**src/hw/rtl/mm_pkg.sv**
```systemverilog
// ---------------------------------------------------------------------------
// mm_pkg
// Shared types and constants of the matrix multiply core.
// ---------------------------------------------------------------------------
`default_nettype none

package mm_pkg;

  localparam int MAX_DIM_DEF = 8;
  localparam int IDX_W       = 3;
  localparam int DIM_W       = 4;
  localparam int FUNC_W      = 2;
  localparam int ELEM_W      = 16;
  localparam int PROD_W      = 2 * ELEM_W;
  localparam int RES_W       = 32;
  localparam int CFG_IDX_W   = 2;

  localparam logic [DIM_W-1:0] DIM_RESET = 4'd4;

  // request function codes
  localparam logic [FUNC_W-1:0] FUNC_LOAD_A  = 2'd0;
  localparam logic [FUNC_W-1:0] FUNC_LOAD_B  = 2'd1;
  localparam logic [FUNC_W-1:0] FUNC_COMPUTE = 2'd2;

  // configuration register indexes
  localparam logic [CFG_IDX_W-1:0] CFG_ROWS_A = 2'd0;
  localparam logic [CFG_IDX_W-1:0] CFG_COLS_A = 2'd1;
  localparam logic [CFG_IDX_W-1:0] CFG_ROWS_B = 2'd2;
  localparam logic [CFG_IDX_W-1:0] CFG_COLS_B = 2'd3;

  typedef enum logic [1:0] {
    ST_IDLE,
    ST_RUN,
    ST_ERR
  } seq_state_t;

  // One step of the dot-product walk, travelling with the store read.
  typedef struct packed {
    logic             err;
    logic             first;
    logic             last_k;
    logic             last_el;
    logic [IDX_W-1:0] row;
    logic [IDX_W-1:0] col;
  } token_t;

endpackage

`default_nettype wire

```
**src/hw/rtl/mm_store.sv**
```systemverilog
// ---------------------------------------------------------------------------
// mm_store
// Element stores for matrix A and matrix B, one write and one registered
// read per store and cycle.
// ---------------------------------------------------------------------------
`default_nettype none

module mm_store #(
  parameter int  MAX_DIM = mm_pkg::MAX_DIM_DEF,
  localparam int DEPTH   = MAX_DIM * MAX_DIM,
  localparam int ADDR_W  = (DEPTH > 1) ? $clog2(DEPTH) : 1
) (
  input  wire logic                      clk,
  input  wire logic                      we_a,
  input  wire logic                      we_b,
  input  wire logic [ADDR_W-1:0]         waddr,
  input  wire logic [mm_pkg::ELEM_W-1:0] wdata,
  input  wire logic                      re,
  input  wire logic [ADDR_W-1:0]         raddr_a,
  input  wire logic [ADDR_W-1:0]         raddr_b,
  output logic      [mm_pkg::ELEM_W-1:0] rd_a,
  output logic      [mm_pkg::ELEM_W-1:0] rd_b
);
  import mm_pkg::*;

  logic [ELEM_W-1:0] mem_a [DEPTH];
  logic [ELEM_W-1:0] mem_b [DEPTH];

  always_ff @(posedge clk) begin
    if (we_a) begin
      mem_a[waddr] <= wdata;
    end
    if (re) begin
      rd_a <= mem_a[raddr_a];
    end
  end

  always_ff @(posedge clk) begin
    if (we_b) begin
      mem_b[waddr] <= wdata;
    end
    if (re) begin
      rd_b <= mem_b[raddr_b];
    end
  end

endmodule

`default_nettype wire

```
**src/hw/rtl/mm_seq.sv**
```systemverilog
// ---------------------------------------------------------------------------
// mm_seq
// Request decode and row/column/inner-index sequencer; drives store
// writes for loads and store reads for a compute run.
// ---------------------------------------------------------------------------
`default_nettype none

module mm_seq #(
  parameter int  MAX_DIM = mm_pkg::MAX_DIM_DEF,
  localparam int DEPTH   = MAX_DIM * MAX_DIM,
  localparam int ADDR_W  = (DEPTH > 1) ? $clog2(DEPTH) : 1
) (
  input  wire logic                      clk,
  input  wire logic                      rst,
  input  wire logic                      in_valid,
  output logic                           in_ready,
  input  wire logic [mm_pkg::FUNC_W-1:0] func,
  input  wire logic [mm_pkg::IDX_W-1:0]  row_index,
  input  wire logic [mm_pkg::IDX_W-1:0]  col_index,
  input  wire logic [mm_pkg::ELEM_W-1:0] elem_value,
  input  wire logic [mm_pkg::DIM_W-1:0]  rows_a,
  input  wire logic [mm_pkg::DIM_W-1:0]  cols_a,
  input  wire logic [mm_pkg::DIM_W-1:0]  rows_b,
  input  wire logic [mm_pkg::DIM_W-1:0]  cols_b,
  input  wire logic                      stall,
  output logic                           we_a,
  output logic                           we_b,
  output logic      [ADDR_W-1:0]         waddr,
  output logic      [mm_pkg::ELEM_W-1:0] wdata,
  output logic                           re,
  output logic      [ADDR_W-1:0]         raddr_a,
  output logic      [ADDR_W-1:0]         raddr_b,
  output logic                           tok_valid,
  output mm_pkg::token_t                 tok
);
  import mm_pkg::*;

  seq_state_t state, state_next;

  logic [IDX_W-1:0] i_cnt, j_cnt, k_cnt;
  logic [IDX_W-1:0] i_last, j_last, k_last;
  logic [DIM_W-1:0] ra_eff, ca_eff, rb_eff, cb_eff;
  logic             accept, start, in_range, load_ok;
  logic             k_done, j_done, i_done;

  // Clamp a size register into 1..MAX_DIM.
  function automatic logic [DIM_W-1:0] eff_dim(input logic [DIM_W-1:0] v);
    logic [DIM_W-1:0] r;
    if (v == '0) begin
      r = DIM_W'(1);
    end else if (32'(v) > MAX_DIM) begin
      r = DIM_W'(MAX_DIM);
    end else begin
      r = v;
    end
    return r;
  endfunction

  assign ra_eff = eff_dim(rows_a);
  assign ca_eff = eff_dim(cols_a);
  assign rb_eff = eff_dim(rows_b);
  assign cb_eff = eff_dim(cols_b);

  assign accept   = in_valid && in_ready;
  assign start    = accept && (func == FUNC_COMPUTE);
  assign in_range = (32'(row_index) < MAX_DIM) && (32'(col_index) < MAX_DIM);
  assign load_ok  = accept && in_range;

  assign k_done = (k_cnt == k_last);
  assign j_done = (j_cnt == j_last);
  assign i_done = (i_cnt == i_last);

  always_ff @(posedge clk) begin
    if (rst) begin
      state <= ST_IDLE;
    end else begin
      state <= state_next;
    end
  end

  always_comb begin
    state_next = state;
    unique case (state)
      ST_IDLE: begin
        if (start) begin
          state_next = (ca_eff != rb_eff) ? ST_ERR : ST_RUN;
        end
      end
      ST_RUN: begin
        if (!stall && k_done && j_done && i_done) begin
          state_next = ST_IDLE;
        end
      end
      ST_ERR: begin
        if (!stall) begin
          state_next = ST_IDLE;
        end
      end
      default: state_next = ST_IDLE;
    endcase
  end

  // Walk k innermost, then column, then row.
  always_ff @(posedge clk) begin
    if (start) begin
      i_cnt  <= '0;
      j_cnt  <= '0;
      k_cnt  <= '0;
      i_last <= IDX_W'(ra_eff - 1'b1);
      j_last <= IDX_W'(cb_eff - 1'b1);
      k_last <= IDX_W'(ca_eff - 1'b1);
    end else if (state == ST_RUN && !stall) begin
      if (k_done) begin
        k_cnt <= '0;
        if (j_done) begin
          j_cnt <= '0;
          i_cnt <= i_cnt + 1'b1;
        end else begin
          j_cnt <= j_cnt + 1'b1;
        end
      end else begin
        k_cnt <= k_cnt + 1'b1;
      end
    end
  end

  always_comb begin
    in_ready  = (state == ST_IDLE);
    we_a      = load_ok && (func == FUNC_LOAD_A);
    we_b      = load_ok && (func == FUNC_LOAD_B);
    waddr     = ADDR_W'(int'(row_index) * MAX_DIM + int'(col_index));
    wdata     = elem_value;
    re        = !stall;
    raddr_a   = ADDR_W'(int'(i_cnt) * MAX_DIM + int'(k_cnt));
    raddr_b   = ADDR_W'(int'(k_cnt) * MAX_DIM + int'(j_cnt));
    tok_valid = 1'b0;
    tok       = '0;
    unique case (state)
      ST_IDLE: begin
        tok_valid = 1'b0;
      end
      ST_RUN: begin
        tok_valid   = 1'b1;
        tok.first   = (k_cnt == '0);
        tok.last_k  = k_done;
        tok.last_el = k_done && j_done && i_done;
        tok.row     = i_cnt;
        tok.col     = j_cnt;
      end
      ST_ERR: begin
        tok_valid   = 1'b1;
        tok.err     = 1'b1;
        tok.first   = 1'b1;
        tok.last_k  = 1'b1;
        tok.last_el = 1'b1;
      end
      default: tok_valid = 1'b0;
    endcase
  end

endmodule

`default_nettype wire

```
**src/hw/rtl/mm_mac.sv**
```systemverilog
// ---------------------------------------------------------------------------
// mm_mac
// Multiply-accumulate datapath: product stage, accumulator with 32-bit
// saturation, and the result register.
// ---------------------------------------------------------------------------
`default_nettype none

module mm_mac #(
  parameter int  MAX_DIM = mm_pkg::MAX_DIM_DEF,
  localparam int ACC_W   = mm_pkg::PROD_W + $clog2(MAX_DIM) + 1
) (
  input  wire logic                      clk,
  input  wire logic                      rst,
  input  wire logic                      tok_valid,
  input  wire mm_pkg::token_t            tok,
  input  wire logic [mm_pkg::ELEM_W-1:0] rd_a,
  input  wire logic [mm_pkg::ELEM_W-1:0] rd_b,
  output logic                           stall,
  output logic                           out_valid,
  input  wire logic                      out_ready,
  output logic      [mm_pkg::IDX_W-1:0]  out_row,
  output logic      [mm_pkg::IDX_W-1:0]  out_col,
  output logic signed [mm_pkg::RES_W-1:0] out_value,
  output logic                           overflow,
  output logic                           size_error,
  output logic                           last_item
);
  import mm_pkg::*;

  logic                     v1, v2;
  token_t                   t1, t2;
  logic signed [PROD_W-1:0] prod;
  logic signed [ACC_W-1:0]  acc, prod_ext, sum;
  logic [ACC_W-RES_W:0]     sum_hi;
  logic                     sat, emit;
  logic [RES_W-1:0]         sat_val;

  assign stall = out_valid && !out_ready;

  // Token aligned with the registered store read.
  always_ff @(posedge clk) begin
    if (rst) begin
      v1 <= 1'b0;
      v2 <= 1'b0;
    end else if (!stall) begin
      v1 <= tok_valid;
      v2 <= v1;
    end
  end

  always_ff @(posedge clk) begin
    if (!stall) begin
      t1   <= tok;
      t2   <= t1;
      prod <= $signed(rd_a) * $signed(rd_b);
    end
  end

  assign prod_ext = ACC_W'(prod);
  assign sum      = t2.first ? prod_ext : acc + prod_ext;
  assign sum_hi   = sum[ACC_W-1:RES_W-1];
  assign sat      = !((&sum_hi) || (~|sum_hi));
  assign sat_val  = sum[ACC_W-1] ? {1'b1, {(RES_W-1){1'b0}}} : {1'b0, {(RES_W-1){1'b1}}};
  assign emit     = v2 && t2.last_k;

  always_ff @(posedge clk) begin
    if (v2 && !stall) begin
      acc <= sum;
    end
  end

  always_ff @(posedge clk) begin
    if (rst) begin
      out_valid <= 1'b0;
    end else if (!stall) begin
      out_valid <= emit;
    end
  end

  always_ff @(posedge clk) begin
    if (emit && !stall) begin
      last_item <= t2.last_el;
      if (t2.err) begin
        out_row    <= '0;
        out_col    <= '0;
        out_value  <= '0;
        overflow   <= 1'b0;
        size_error <= 1'b1;
      end else begin
        out_row    <= t2.row;
        out_col    <= t2.col;
        out_value  <= sat ? sat_val : sum[RES_W-1:0];
        overflow   <= sat;
        size_error <= 1'b0;
      end
    end
  end

endmodule

`default_nettype wire

```
**src/hw/rtl/matrix_multiply_core.sv**
```systemverilog
// ---------------------------------------------------------------------------
// matrix_multiply_core
// Fixed-point matrix multiply over two element stores.
// ---------------------------------------------------------------------------
// Usage:
//   Configuration: cfg_valid/cfg_ready writes rows_a, cols_a, rows_b or
//   cols_b (index 0..3); always ready. Write only while the core is idle.
//   Input requests (in_valid/in_ready): func 0/1 loads one Q8.8 element of
//   A/B at (row_index, col_index), one per cycle while idle; func 2 starts
//   a compute run; func 3 is taken and dropped.
//   Results (out_valid/out_ready): one Q16.16 element per result in
//   row-major order, last_item on the final one; a size mismatch gives a
//   single result with size_error and last_item set.
//   Flow: one store read per cycle unless the receiver stalls; a compute
//   run holds in_ready low while it walks the stores (on a mismatch,
//   while the error state waits). Loads may follow while the tail drains.
//   A stalled receiver freezes the read/MAC pipeline; the result register
//   holds until taken. Reset clears the pipeline and sets the size
//   registers to 4; store contents are undefined until loaded.
// ---------------------------------------------------------------------------
`default_nettype none

module matrix_multiply_core #(
  parameter int  MAX_DIM = mm_pkg::MAX_DIM_DEF,
  localparam int DEPTH   = MAX_DIM * MAX_DIM,
  localparam int ADDR_W  = (DEPTH > 1) ? $clog2(DEPTH) : 1
) (
  input  wire logic                         clk,
  input  wire logic                         rst,
  input  wire logic                         cfg_valid,
  output logic                              cfg_ready,
  input  wire logic [mm_pkg::CFG_IDX_W-1:0] cfg_index,
  input  wire logic [mm_pkg::DIM_W-1:0]     cfg_data,
  input  wire logic                         in_valid,
  output logic                              in_ready,
  input  wire logic [mm_pkg::FUNC_W-1:0]    func,
  input  wire logic [mm_pkg::IDX_W-1:0]     row_index,
  input  wire logic [mm_pkg::IDX_W-1:0]     col_index,
  input  wire logic signed [mm_pkg::ELEM_W-1:0] elem_value,
  output logic                              out_valid,
  input  wire logic                         out_ready,
  output logic      [mm_pkg::IDX_W-1:0]     out_row,
  output logic      [mm_pkg::IDX_W-1:0]     out_col,
  output logic signed [mm_pkg::RES_W-1:0]   out_value,
  output logic                              overflow,
  output logic                              size_error,
  output logic                              last_item
);
  import mm_pkg::*;

  logic [DIM_W-1:0]  rows_a, cols_a, rows_b, cols_b;
  logic              stall, we_a, we_b, re, tok_valid;
  logic [ADDR_W-1:0] waddr, raddr_a, raddr_b;
  logic [ELEM_W-1:0] wdata, rd_a, rd_b;
  token_t            tok;

  assign cfg_ready = 1'b1;

  always_ff @(posedge clk) begin
    if (rst) begin
      rows_a <= DIM_RESET;
      cols_a <= DIM_RESET;
      rows_b <= DIM_RESET;
      cols_b <= DIM_RESET;
    end else if (cfg_valid && cfg_ready) begin
      unique case (cfg_index)
        CFG_ROWS_A: rows_a <= cfg_data;
        CFG_COLS_A: cols_a <= cfg_data;
        CFG_ROWS_B: rows_b <= cfg_data;
        CFG_COLS_B: cols_b <= cfg_data;
        default: ;
      endcase
    end
  end

  mm_seq #(
    .MAX_DIM(MAX_DIM)
  ) u_seq (
    .clk       (clk),
    .rst       (rst),
    .in_valid  (in_valid),
    .in_ready  (in_ready),
    .func      (func),
    .row_index (row_index),
    .col_index (col_index),
    .elem_value(elem_value),
    .rows_a    (rows_a),
    .cols_a    (cols_a),
    .rows_b    (rows_b),
    .cols_b    (cols_b),
    .stall     (stall),
    .we_a      (we_a),
    .we_b      (we_b),
    .waddr     (waddr),
    .wdata     (wdata),
    .re        (re),
    .raddr_a   (raddr_a),
    .raddr_b   (raddr_b),
    .tok_valid (tok_valid),
    .tok       (tok)
  );

  mm_store #(
    .MAX_DIM(MAX_DIM)
  ) u_store (
    .clk    (clk),
    .we_a   (we_a),
    .we_b   (we_b),
    .waddr  (waddr),
    .wdata  (wdata),
    .re     (re),
    .raddr_a(raddr_a),
    .raddr_b(raddr_b),
    .rd_a   (rd_a),
    .rd_b   (rd_b)
  );

  mm_mac #(
    .MAX_DIM(MAX_DIM)
  ) u_mac (
    .clk       (clk),
    .rst       (rst),
    .tok_valid (tok_valid),
    .tok       (tok),
    .rd_a      (rd_a),
    .rd_b      (rd_b),
    .stall     (stall),
    .out_valid (out_valid),
    .out_ready (out_ready),
    .out_row   (out_row),
    .out_col   (out_col),
    .out_value (out_value),
    .overflow  (overflow),
    .size_error(size_error),
    .last_item (last_item)
  );

endmodule

`default_nettype wire

```
**config.mk**
```make
export PLATFORM = sky130hd
export DESIGN_NAME = matrix_multiply_core
export DESIGN_NICKNAME = d
export VERILOG_FILES = /design/src/hw/rtl/mm_pkg.sv /design/src/hw/rtl/mm_store.sv /design/src/hw/rtl/mm_seq.sv /design/src/hw/rtl/mm_mac.sv /design/src/hw/rtl/matrix_multiply_core.sv
export SDC_FILE = /design/constraint.sdc
export NUM_CORES = 2
export LEC_CHECK = 0
export BUFFER_PORTS_ARGS = -buffer_cell sky130_fd_sc_hd__buf_2
export CORE_MARGIN = 3
export CORE_UTILIZATION = 51
export DETAILED_ROUTE_END_ITERATION = 8
export GPL_ROUTABILITY_DRIVEN = 1
export GPL_TIMING_DRIVEN = 0
export PLACE_DENSITY = 0.77
export RECOVER_POWER = 25
export SLEW_MARGIN = 10
export SYNTH_ARGS = -nofsm -noshare
export SYNTH_HDL_FRONTEND = slang
export SYNTH_HIERARCHICAL = 1
export SYNTH_SLANG_ARGS = --single-unit
```
**constraint.sdc**
```tcl
create_clock -name clk -period 8.8 [get_ports clk]
set_input_delay 0.88 -clock clk [delete_from_list [all_inputs] [get_ports clk]]
set_output_delay 0.88 -clock clk [all_outputs]
set_load 0.01 [all_outputs]
```
* Word level (Yosys, flattened, before mapping)
Memories as Yosys holds them, arrays and structs flattened. A register that Yosys moved wholly into a read port is not among the register bits.
Index checks and enable logic that the tools add are counted.
** Word-level totals
- Output and inout port bits :: 44
- Bits in writable memories :: 2048
- Flip-flop bits (word level) :: 168
- Memories kept :: 2
** Cells by class
- Eq/ne operators :: 14
- Reduce and logical (&&, ||, !) cells :: 39
- $mul :: 1
- Add/subtract/negate cells :: 10
- $lt $le $gt $ge :: 4
- Multiplexer cells :: 26
** Memories
- u_store.mem_a :: words 64, width 16, rd ports 1, clocked after Yosys merged registers in 1, write ports 1, line mm_store.sv:26 : logic [ELEM_W-1:0] mem_a [DEPTH];
- u_store.mem_b :: words 64, width 16, rd ports 1, clocked after Yosys merged registers in 1, write ports 1, line mm_store.sv:27 : logic [ELEM_W-1:0] mem_b [DEPTH];
** Operators by type and width (count)
- 2-to-1 mux 32 bit :: 2
- adder 36 x 32 -> 36 bit :: 1
- 2-to-1 mux 36 bit :: 1
- multiplier 16 x 16 -> 32 bit :: 1
- adder 6 x 3 -> 6 bit :: 3
- 2-to-1 mux 3 bit :: 6
- greater-than comparator 4 bit (second input constant) :: 4
- zero test 4 bit :: 4
- 2-to-1 mux 4 bit :: 4
- logical AND 1 bit :: 14
- AND reduction 2 bit :: 5
- adder 3 x 1 -> 3 bit (second input constant) :: 3
- equality test 3 bit :: 3
- subtractor 3 x 1 -> 3 bit (second input constant) :: 3
- equality test 2 bit (second input constant) :: 4
- 2-to-1 mux 2 bit :: 4
- 2-to-1 mux 1 bit :: 7
- equality test 2 x 1 -> 1 bit (second input constant) :: 3
- zero test 1 bit :: 6
- zero test 2 bit :: 3
- case mux 2 bit (3 select lines) :: 1
- case mux 3 bit (2 select lines) :: 1
- AND reduction 3 bit :: 2
- AND reduction 5 bit :: 1
- other kinds (7) :: 8

* Longest topological paths before layout
- Depth in word-level cells :: 8
- Depth in mapped cells :: 24
- Depth with buffers taken out :: 23

* Hierarchy
Netlist, hierarchy kept.
** By module, submodules not included
- mm_store :: cells an instance 3519, times used 1, area an instance 79501.2 sq um
- mm_mac :: cells an instance 1766, times used 1, area an instance 17420.5 sq um
- mm_seq :: cells an instance 159, times used 1, area an instance 1475.2 sq um
- matrix_multiply_core :: cells an instance 61, times used 1, area an instance 645.6 sq um

* Worst setup path before layout
OpenSTA, ideal clock, no wires.
- Path kind :: reg-to-reg
- From :: register u_store/rd_a[10] (netlist name) (read register of u_store.mem_a)
- To :: register u_mac.prod[29], data pin
- Path slack :: 2.750 ns
- Path buffers :: 1
- Arrival time :: 5.791 ns
- Setup time :: 0.258 ns
- Period minus slack after synthesis :: 6.050 ns
- Stages on the path, launching flop included :: 22
- Required time :: 8.542 ns
- Cells stage by stage :: edfxtp_1 -> clkbuf_1 -> nand2_1 -> fa_1 -> fa_1 -> fa_1 -> fa_1 -> inv_1 -> fa_1 -> inv_1 -> fa_1 -> inv_1 -> ha_1 -> and3_1 -> a41o_1 -> o31ai_1 -> a31oi_1 -> a21oi_1 -> a21oi_1 -> a41oi_1 -> nor2b_1 -> xnor2_1
** Between the ends
- Cells in the longest elaborated chain, start to end :: 1
** RTL lines
- start, declared :: line mm_store.sv:21 : output logic [mm_pkg::ELEM_W-1:0] rd_a,
- multiplier 16 x 16 -> 32 bit :: line mm_mac.sv:55 : prod <= $signed(rd_a) * $signed(rd_b);
- end signal, assigned :: line mm_mac.sv:55
- end, declared :: line mm_mac.sv:32 : logic signed [PROD_W-1:0] prod;
No other way between the ends.
A chain may end at the register's enable or synchronous reset.

* Worst setup path after layout
- From :: register u_store/rd_a[8] (netlist name) (read register of u_store.mem_a)
- To :: register u_mac.prod[29], data pin
The elaborated chain is that of the path after synthesis.

==> results.yml <==
timing:
  finalCriticalPeriod_ns: 7.474
  skew_ns: 0.05863
  finalHoldViolations: 0
  rsz0062_at_grt: "false"
  clock.fmax_mhz: 133.8
  fin_crit_sh_pct: 84.94
  timing.slew.headroom_pct: -342.9
  setup_ws_ns: 1.326
  tns_ns: 0
  setup_viol: 0
  drv_slew: 1868
  tightestPinTransition_ns: 6.643
global_route:
  use_met2_pct: 41.61
  grt-ovfl-total: 0
  grt.met3_usage_pct: 6.428
  grt_start_max_net_pins: 129
  grt_usage_pct: 26.18
  grt_pass1_vias: 55160
  grt_use_met1_pct: 34.81
  busiest_layer: "met2"
  grt_pass1_wl_um: 379000
  antenna_found_initial: 13
floorplan:
  die_h_um: 446.7
  die_w_um: 446.7
  die-area_um2: 199500
  std_cell_rows: 161
  pin_count: 79
  initial_utilization_pct: 51.38
  core_um2: 192800
logic_synthesis:
  syn-num-nets: 5930
  avgSynthCellArea_um2: 17.99
  async_flop_share_pct: 0
  ys.flop_type: "edfxtp_1"
  ys_warn_count: 6
  synth_enable_flop_cells: 2218
  ys_seq_elements: 2248
  yosysSeqAreaShare_pct: 67.85
  synth_cell_types: 100
  syn_area_um2: 99040
  syn_inst: 5505
layout:
  final_cells: 8603
  syn_to_final_growth_pct: 12.46
  num-nets-final: 6330
  drive_above_1_share_pct: 22.11
  final_util_pct: 57.78
  fillCellCount: 13630
  final_common_cell: "edfxtp_1"
  final_cell_mix: "edfxtp_1 (2218), mux4_2 (495), inv_1 (361)"
route:
  ant_nets: 0
  wl_um: 260600
  firstDrtPassIters: 8
  drc: 0
  vias: 54810
  routed_via_density: 6.371
  wl_per_cell_um: 30.29
  drt_iter0_markers: 7617
critical_path:
  critPathCaptureType: "flop"
  crit_type: "reg -> reg"
  critPathRequiredTime_ns: 9.36
  crit_family: "adder cells"
  cpMaxStageDelayCell: "edfxtp_1"
  cp_data_arrival_time_ns: 8.03
  crit_buf_inv: 4
  cpPeakStageDelay_ns: 0.63
  crit_fanout: 10
  startpoint: "u_store/rd_a[8]"
  start_kind: "flop"
  worstPathCellList: "clkbuf_1 > nand2_1 > fa_1 > fa_1 > fa_1 > fa_1 > inv_1 > fa_1 > inv_1 > fa_1 > inv_1 > ha_1 > and3_1 > a41o_1 > o31ai_1 > a31oi_1 > a21oi_1 > a21oi_1 > a41oi_1 > nor2b_1 > xnor2_1"
  rr_startpoint: "u_store/rd_a[8]"
  crit_top_cell: "fa_1"
min_path:
  hp-class: "in -> reg"
  worstHoldStart: "cfg_data[2]"
run_status:
  violations: "max-capacitance violations, max-slew violations"
  outcome: "finished, violations left"
clock_network:
  cts_tree: "yes"
  holdBufCountCts: 0
  h-tree-depth: 4
  cts.sink_count: 2248
  cts_buffers: 210
  cts_resized: 0
  clkTransAtPathRegs_ns: 0.06
  postCtsSetupBuffers: 0
  root_buffer: "clkbuf_16"
  clock_latency_ns: 0.86
  cts_buffer_depth: 3
placement:
  place_inst: 8215
  pre_cts_ws_ns: 1.347
  gp_congestion: 0.9632
  hpwl_um: 170800
  io_buffers: 55
flow_run:
  cap_viol_max_count: 19
## layout make-up
cell class	instances	area (µm²)	area share [%]
diodes	4	10.01	0.008987
plain buffers	293	1598	1.435
clock buffers	246	5433	4.878
clock inverters	134	1239	1.112
inverters	365	1370	1.230
multi-input cells	2599	29140	26.16
flip-flops and latches	2248	67200	60.34
well taps	2526	3161	2.838
repair buffers	188	2225	1.997
## cells by family (layout without fill, tap and decap cells)
kind of cell	count (synthesis)	after routing	share of synthesized area (%)
AO/OA/AOI/OAI	566	566	4.043
XOR/XNOR	72	72	0.6557
adder cells (fa/ha/maj)	390	390	6.920
buffers and inverters	658	1226	3.046
flip-flops	2248	2248	67.85
multiplexers	646	646	12.90
other	1	5	0.003786
AND/OR/NAND/NOR	924	924	4.574
## synth_stat cells, types with 26 or more instances
| library cell | n | area, µm² |
|---|---|---|
| dfxtp_1 | 30 | 600.6 |
| a21oi_1 | 94 | 470.5 |
| buf_4 | 70 | 525.5 |
| nor2_1 | 242 | 908.4 |
| a211oi_1 | 58 | 435.4 |
| ha_1 | 127 | 1589 |
| o21ai_0 | 84 | 420.4 |
| nor2b_1 | 28 | 175.2 |
| inv_1 | 363 | 1363 |
| mux2_2 | 31 | 349.1 |
| edfxtp_1 | 2218 | 66600 |
| a22oi_1 | 42 | 315.3 |
| mux2i_1 | 115 | 1151 |
| nand2b_1 | 55 | 344.1 |
| xor2_1 | 27 | 236.5 |
| clkbuf_1 | 108 | 405.4 |
| nor3_1 | 35 | 175.2 |
| nand2_1 | 267 | 1002 |
| xnor2_1 | 44 | 385.4 |
| o22ai_1 | 83 | 519.3 |
| mux4_2 | 495 | 11150 |
| buf_2 | 79 | 395.4 |
| fa_1 | 263 | 5265 |
| and2_1 | 135 | 844.6 |
| a21o_1 | 26 | 195.2 |
| nand3_1 | 55 | 275.3 |
## stage by stage
stage               instance area, µm²  hold slack, ns
floorplan                        99040          0.4003
finish                          111400          0.3838
global route                    111400          0.3841
detailed placement              104800          0.4052
global placement                102500          0.4032
CTS                             111500          0.2869
## path summary, 6_finish.rpt
kind / cells past startpoint / end / slack, ns
worst max register to register: 21 / u_mac/prod[29] / 1.33
worst max-delay path: 21 / u_mac/prod[29] / 1.33
worst min register to register: 0 / u_mac/t2[0] / 0.42
worst min-delay path: 3 / cols_a[2] / 0.38
## worst register-to-register path, cell delays in order, from the launching register on
cell and delay, ns:
edfxtp_1 0.63, clkbuf_1 0.57, nand2_1 0.17, fa_1 0.50
fa_1 0.58, fa_1 0.46, fa_1 0.55, inv_1 0.05
fa_1 0.49, inv_1 0.05, fa_1 0.50, inv_1 0.05
ha_1 0.35, and3_1 0.20, a41o_1 0.23, o31ai_1 0.40
a31oi_1 0.30, a21oi_1 0.37, a21oi_1 0.14, a41oi_1 0.31
nor2b_1 0.20, xnor2_1 0.10
## sequential cells by signal, indices dropped and copies added (netlist names), 2 cells and up
| signal | count |
|---|---|
| cols_a | 4 |
| u_mac/t2 | 10 |
| rows_b | 4 |
| u_seq/i_last | 3 |
| u_seq/state | 2 |
| u_store/mem_b | 1024 |
| u_seq/k_cnt | 3 |
| u_mac/out_value | 32 |
| u_mac/out_col | 3 |
| u_mac/prod | 32 |
| u_mac/t1 | 10 |
| rows_a | 4 |
| cols_b | 4 |
| u_seq/j_last | 3 |
| u_seq/j_cnt | 3 |
| u_seq/k_last | 3 |
| u_store/rd_a | 16 |
| u_store/rd_b | 16 |
| u_store/mem_a | 1024 |
| u_mac/acc | 36 |
| u_seq/i_cnt | 3 |
| u_mac/out_row | 3 |
## routing by layer
metal  share of wire (%)  vias up
li1                    -    22230
met2                  48     3802
met3                  12      677
met5               0.026        -
met1                  35    28090
met4                 4.9       10
Power is not shown: default switching activity piles up to over one toggle a cycle in this logic, so the estimate is an artifact.
